`config.mk`:
```
export PLATFORM = sky130hd
export DESIGN_NAME = tsbl_ctrl
export DESIGN_NICKNAME = d
export VERILOG_FILES = /design/src/tsbl_pkg.sv /design/src/tsbl_ctrl.sv
export SDC_FILE = /design/constraint.sdc
export NUM_CORES = 1
export LEC_CHECK = 0
export ABC_AREA = 1
export ABC_CLOCK_PERIOD_IN_PS = 1200
export BUFFER_PORTS_ARGS = -buffer_cell sky130_fd_sc_hd__buf_2
export CAP_MARGIN = 20
export CORE_MARGIN = 5
export CORE_UTILIZATION = 42
export CTS_BUF_LIST = sky130_fd_sc_hd__clkbuf_4 sky130_fd_sc_hd__clkbuf_8 sky130_fd_sc_hd__clkbuf_16
export CTS_CLUSTER_DIAMETER = 200
export DETAILED_ROUTE_END_ITERATION = 8
export PLACE_DENSITY_LB_ADDON = 0.1
export SYNTH_ARGS = -nofsm -noshare
export SYNTH_HDL_FRONTEND = slang
export SYNTH_SLANG_ARGS = --single-unit
```
`constraint.sdc`:
```
create_clock -name clock -period 1.2 [get_ports clock]
set_input_delay 0.36 -clock clock [delete_from_list [all_inputs] [get_ports clock]]
set_output_delay 0.36 -clock clock [all_outputs]
set_load 0.005 [all_outputs]
```
`src/tsbl_pkg.sv`:
```
// shared types and constants of the tag storage block lookup core
package tsbl_pkg;

   localparam int FRAME_BITS   = 36;
   localparam int END_BITS     = FRAME_BITS + 1;
   localparam int DATA_PER_TAG = 32;
   localparam int TAG_SHIFT    = $clog2(DATA_PER_TAG);
   localparam int OFF_BITS     = FRAME_BITS - TAG_SHIFT;
   localparam int BP_BITS      = 13;
   localparam int IDX_BITS     = 5;
   localparam int CNT_BITS     = 6;
   localparam int ORDER_BITS   = 4;
   localparam int SPAN_BITS    = BP_BITS + (2 ** ORDER_BITS) - 1 - TAG_SHIFT;

   localparam logic CMD_WRITE  = 1'b0;
   localparam logic CMD_LOOKUP = 1'b1;

   typedef struct packed {
      logic                  command;
      logic [IDX_BITS-1:0]   entry_index;
      logic [FRAME_BITS-1:0] entry_mem_start;
      logic [FRAME_BITS-1:0] entry_mem_end;
      logic [FRAME_BITS-1:0] entry_tag_start;
      logic [FRAME_BITS-1:0] entry_tag_end;
      logic [BP_BITS-1:0]    entry_block_pages;
      logic [FRAME_BITS-1:0] lookup_pfn;
      logic [ORDER_BITS-1:0] lookup_order;
   } req_type;

   typedef struct packed {
      logic                  found;
      logic [IDX_BITS-1:0]   region_index;
      logic [FRAME_BITS-1:0] first_block;
      logic [END_BITS-1:0]   limit_block;
      logic [BP_BITS-1:0]    block_pages;
      logic                  is_tag_storage;
   } rsp_type;

   typedef struct packed {
      logic [FRAME_BITS-1:0] mem_start;
      logic [FRAME_BITS-1:0] mem_end;
      logic [FRAME_BITS-1:0] tag_start;
      logic [FRAME_BITS-1:0] tag_end;
      logic [BP_BITS-1:0]    block_pages;
   } entry_type;

   typedef struct packed {
      logic write;
      logic start;
      logic eval;
      logic div_load;
      logic div_step;
      logic sub;
      logic add;
      logic chk;
      logic next;
      logic load_rsp;
   } ctrl_cmd_type;

   typedef struct packed {
      logic none_enabled;
      logic candidate;
      logic div_last;
      logic last;
      logic rsp_free;
   } ctrl_sts_type;

endpackage

```
`src/tsbl_ctrl.sv`:
```
// sequencer for the region scan and the per-region block check
module tsbl_ctrl
   import tsbl_pkg::*;
(
   input  logic         clock,
   input  logic         reset,
   input  logic         req_valid,
   input  logic         req_command,
   output logic         req_ready,
   input  ctrl_sts_type sts,
   output ctrl_cmd_type cmd
);
   typedef enum logic [7:0] {
      ST_IDLE  = 8'b0000_0001,
      ST_FETCH = 8'b0000_0010,
      ST_EVAL  = 8'b0000_0100,
      ST_DIV   = 8'b0000_1000,
      ST_SUB   = 8'b0001_0000,
      ST_ADD   = 8'b0010_0000,
      ST_CHK   = 8'b0100_0000,
      ST_DONE  = 8'b1000_0000
   } state_type;

   state_type state_ff;
   state_type state_in;

   assign req_ready = (state_ff == ST_IDLE);

   always_comb begin
      state_in = state_ff;
      cmd      = '0;
      case (state_ff)
         ST_IDLE: begin
            if (req_valid) begin
               if (req_command == CMD_LOOKUP) begin
                  cmd.start = 1'b1;
                  state_in  = sts.none_enabled ? ST_DONE : ST_FETCH;
               end else begin
                  cmd.write = 1'b1;
               end
            end
         end
         ST_FETCH: begin
            state_in = ST_EVAL;
         end
         ST_EVAL: begin
            cmd.eval = 1'b1;
            if (sts.candidate) begin
               cmd.div_load = 1'b1;
               state_in     = ST_DIV;
            end else if (sts.last) begin
               state_in = ST_DONE;
            end else begin
               cmd.next = 1'b1;
               state_in = ST_FETCH;
            end
         end
         ST_DIV: begin
            cmd.div_step = 1'b1;
            if (sts.div_last) begin
               state_in = ST_SUB;
            end
         end
         ST_SUB: begin
            cmd.sub  = 1'b1;
            state_in = ST_ADD;
         end
         ST_ADD: begin
            cmd.add  = 1'b1;
            state_in = ST_CHK;
         end
         ST_CHK: begin
            cmd.chk = 1'b1;
            if (sts.last) begin
               state_in = ST_DONE;
            end else begin
               cmd.next = 1'b1;
               state_in = ST_FETCH;
            end
         end
         ST_DONE: begin
            if (sts.rsp_free) begin
               cmd.load_rsp = 1'b1;
               state_in     = ST_IDLE;
            end
         end
         default: begin
            state_in = ST_IDLE;
         end
      endcase
   end

   always_ff @(posedge clock) begin
      if (reset) begin
         state_ff <= ST_IDLE;
      end else begin
         state_ff <= state_in;
      end
   end
endmodule

```
==> results.json <==
{
  "path_max_fanout": 3,
  "vias": 701,
  "end_kind": "output port",
  "clock-skew-final_ps": 3.83,
  "io_buffers": 19,
  "clk_latency_ps": 250,
  "synth_area_sq_um": 581,
  "die_w_microns": 47.2,
  "largest_reg_flops": 8,
  "slew_viol_final": 0,
  "cts-buffers-inserted": 3,
  "period_needed_ps": 1660,
  "cts_tree": "done",
  "reg.largest.list": "state_ff: 8 flops",
  "drive_gt1_frac": 0.692,
  "crit_path_max_incr_delay_ps": 320,
  "seqCellArea_sq_um": 170,
  "syn_nets": 103,
  "core_area_sq_um": 1300,
  "drc": 0,
  "tns_ps": -5120,
  "clkTransAtPathRegs_ps": 50,
  "grt_pass1_vias": 612,
  "setup_slack_ps": -459,
  "hold_viol": 0,
  "rsz0062_at_grt": "yes",
  "worstPathArrival_ps": 1300,
  "start_kind": "flip-flop",
  "crit_chain": "inv_2, nand2_4, nor2_4, nand3_4, a21oi_4, buf_2",
  "gr-usage-all-layers": 0.172,
  "hold_path.class": "in -> reg",
  "slew_headroom": 0.851,
  "leakagePower_nw": 0.523,
  "drtIter0Drc": 8,
  "final_nets": 141,
  "failed_checks": "setup timing",
  "n_fill_cell": 104,
  "overflow": 0,
  "grt_max_degree": 8,
  "required_ps": 840,
  "antenna_found_initial": 0,
  "syn_inst": 94,
  "holdPathEnd": "state_ff[7]$_SDFFE_PP0P_",
  "dp_slack_ps": -231,
  "crit_family": "simple AND/OR/NAND/NOR gates",
  "ys_seq_area_frac": 0.276,
  "initial_core_util": 0.446,
  "ios": 20,
  "grt_pass1_wl_microns": 2550,
  "yosys_register_bits": 8,
  "path_buf_inv": 2,
  "cts_buffer_depth": 2,
  "antenna_cells": 0,
  "r2r_slack_ps": -270,
  "finalCritPeriodShare": 1.38,
  "final_cells": 145,
  "hold_buffers": 0,
  "dr.pass1.iters": 3,
  "hold_path.startpoint": "reset",
  "ant_nets": 0,
  "timing.rr.end": "state_ff[7]$_SDFFE_PP0P_",
  "whs_ps": 386,
  "dp_cells": 133,
  "cts_root_buffer": "clkbuf_4",
  "syn_avg_cell_area_sq_um": 6.18,
  "max_freq_mhz": 603,
  "dp_hpwl_microns": 1110,
  "routed_via_density": 4.83,
  "ys_warn_count": 0,
  "h-tree-depth": 1,
  "max_cap_viol_count": 0,
  "cts.sinks": 8,
  "total_power_mw": 0.972,
  "wl_per_cell_microns": 13.4,
  "largest-register": "state_ff",
  "tightestPinTransition_ps": 224,
  "die_area_sq_um": 2230,
  "final_cell_mix": "18 x buf_2, 17 x nand2_1, 12 x inv_1, 10 x nor2_4, 10 x buf_4",
  "critPathKind": "reg -> out",
  "finalSetupViolations": 17,
  "vdd.ir_drop.worst_mv": 0.772,
  "area_delta_synth_final_pct": 74.8,
  "rows": 13,
  "critPathSlowestCell": "dfxtp_2",
  "r2r-start": "state_ff[1]$_SDFFE_PP0P_",
  "multi_input_area_sq_um": 490,
  "die_y_microns": 47.2,
  "wirelength_microns": 1950,
  "r2r_cells": 11,
  "p_per_area_nw_per_um2": 958,
  "layout_commonest_cell": "buf_2",
  "status": "finished, violations left",
  "min_path_cells": 2,
  "synth_cell_types": 19,
  "gp_congestion": 0.861
}
==> stage by stage <==
step	instance area (sq um)	util
6_report	1010	0.780
5_1_grt	1010	0.780
4_1_cts	856	0.658
3_5_place_dp	744	0.572
3_3_place_gp	744	0.572
2_1_floorplan	593	-
==> metal layers <==
layer | GRT usage | wire length, microns | vias up
li1 | - | - | 356
met1 | 0.187 | 767 | 324
met2 | 0.287 | 1060 | 17
met3 | 0.0613 | 87 | 4
met4 | 0.0939 | 31 | 0
met5 | 0 | 0 | -
==> cell usage after synthesis, drive strengths merged <==
library cell	n	area share
inv	20	0.13
nand3	4	0.052
buf	1	0.013
nand2	31	0.24
nor3	5	0.071
o211ai	1	0.013
dfxtp	8	0.28
o21a	1	0.013
a21oi	3	0.039
nor2	20	0.15
==> area by class of cell <==
class | instances | share of cell area
Inverter | 20 | 0.0789
Timing Repair Buffer | 34 | 0.229
Clock buffer | 3 | 0.0222
Sequential cell | 8 | 0.168
Tap cell | 15 | 0.0185
Multi-Input combinational cell | 65 | 0.483
==> what timing repair did <==
action / 4_1_cts / 5_1_grt
endpoints found under the setup margin: 17 / 18
resized for setup: 19 / 32
pin swaps: 9 / 22
setup buffers: 4 / 7
==> where the power goes <==
part	internal (mW)	leakage, nW	total [mW]	switching [mW]
logic	0.188	0.441	0.470	0.282
registers	0.286	0.0681	0.301	0.0143
clock network	0.114	0.0138	0.201	0.0872
total	0.589	0.523	0.972	0.383
==> cells by family (layout without fill, tap and decap cells) <==
group,count (synthesis),in the layout,synth area share
AO/OA/AOI/OAI,5,5,0.0647
buffers and inverters,21,57,0.142
flip-flops,8,8,0.276
AND/OR/NAND/NOR,60,60,0.517
==> how the worst max path moves through the flow <==
stage | endpoint | slack (ps) | cells after the start | startpoint
global placement | cmd[1] | -180 | 6 | state_ff[3]$_SDFFE_PP0P_
global route | cmd[9] | -550 | 6 | state_ff[6]$_SDFFE_PP0P_
detailed placement | cmd[1] | -230 | 6 | state_ff[0]$_SDFFE_PP1P_
CTS | cmd[1] | -420 | 6 | state_ff[7]$_SDFFE_PP0P_
finish | cmd[1] | -460 | 6 | state_ff[1]$_SDFFE_PP0P_
floorplan | cmd[8] | -40 | 5 | state_ff[3]$_SDFFE_PP0P_
No activity file was read; power rests on OpenSTA's default activity.
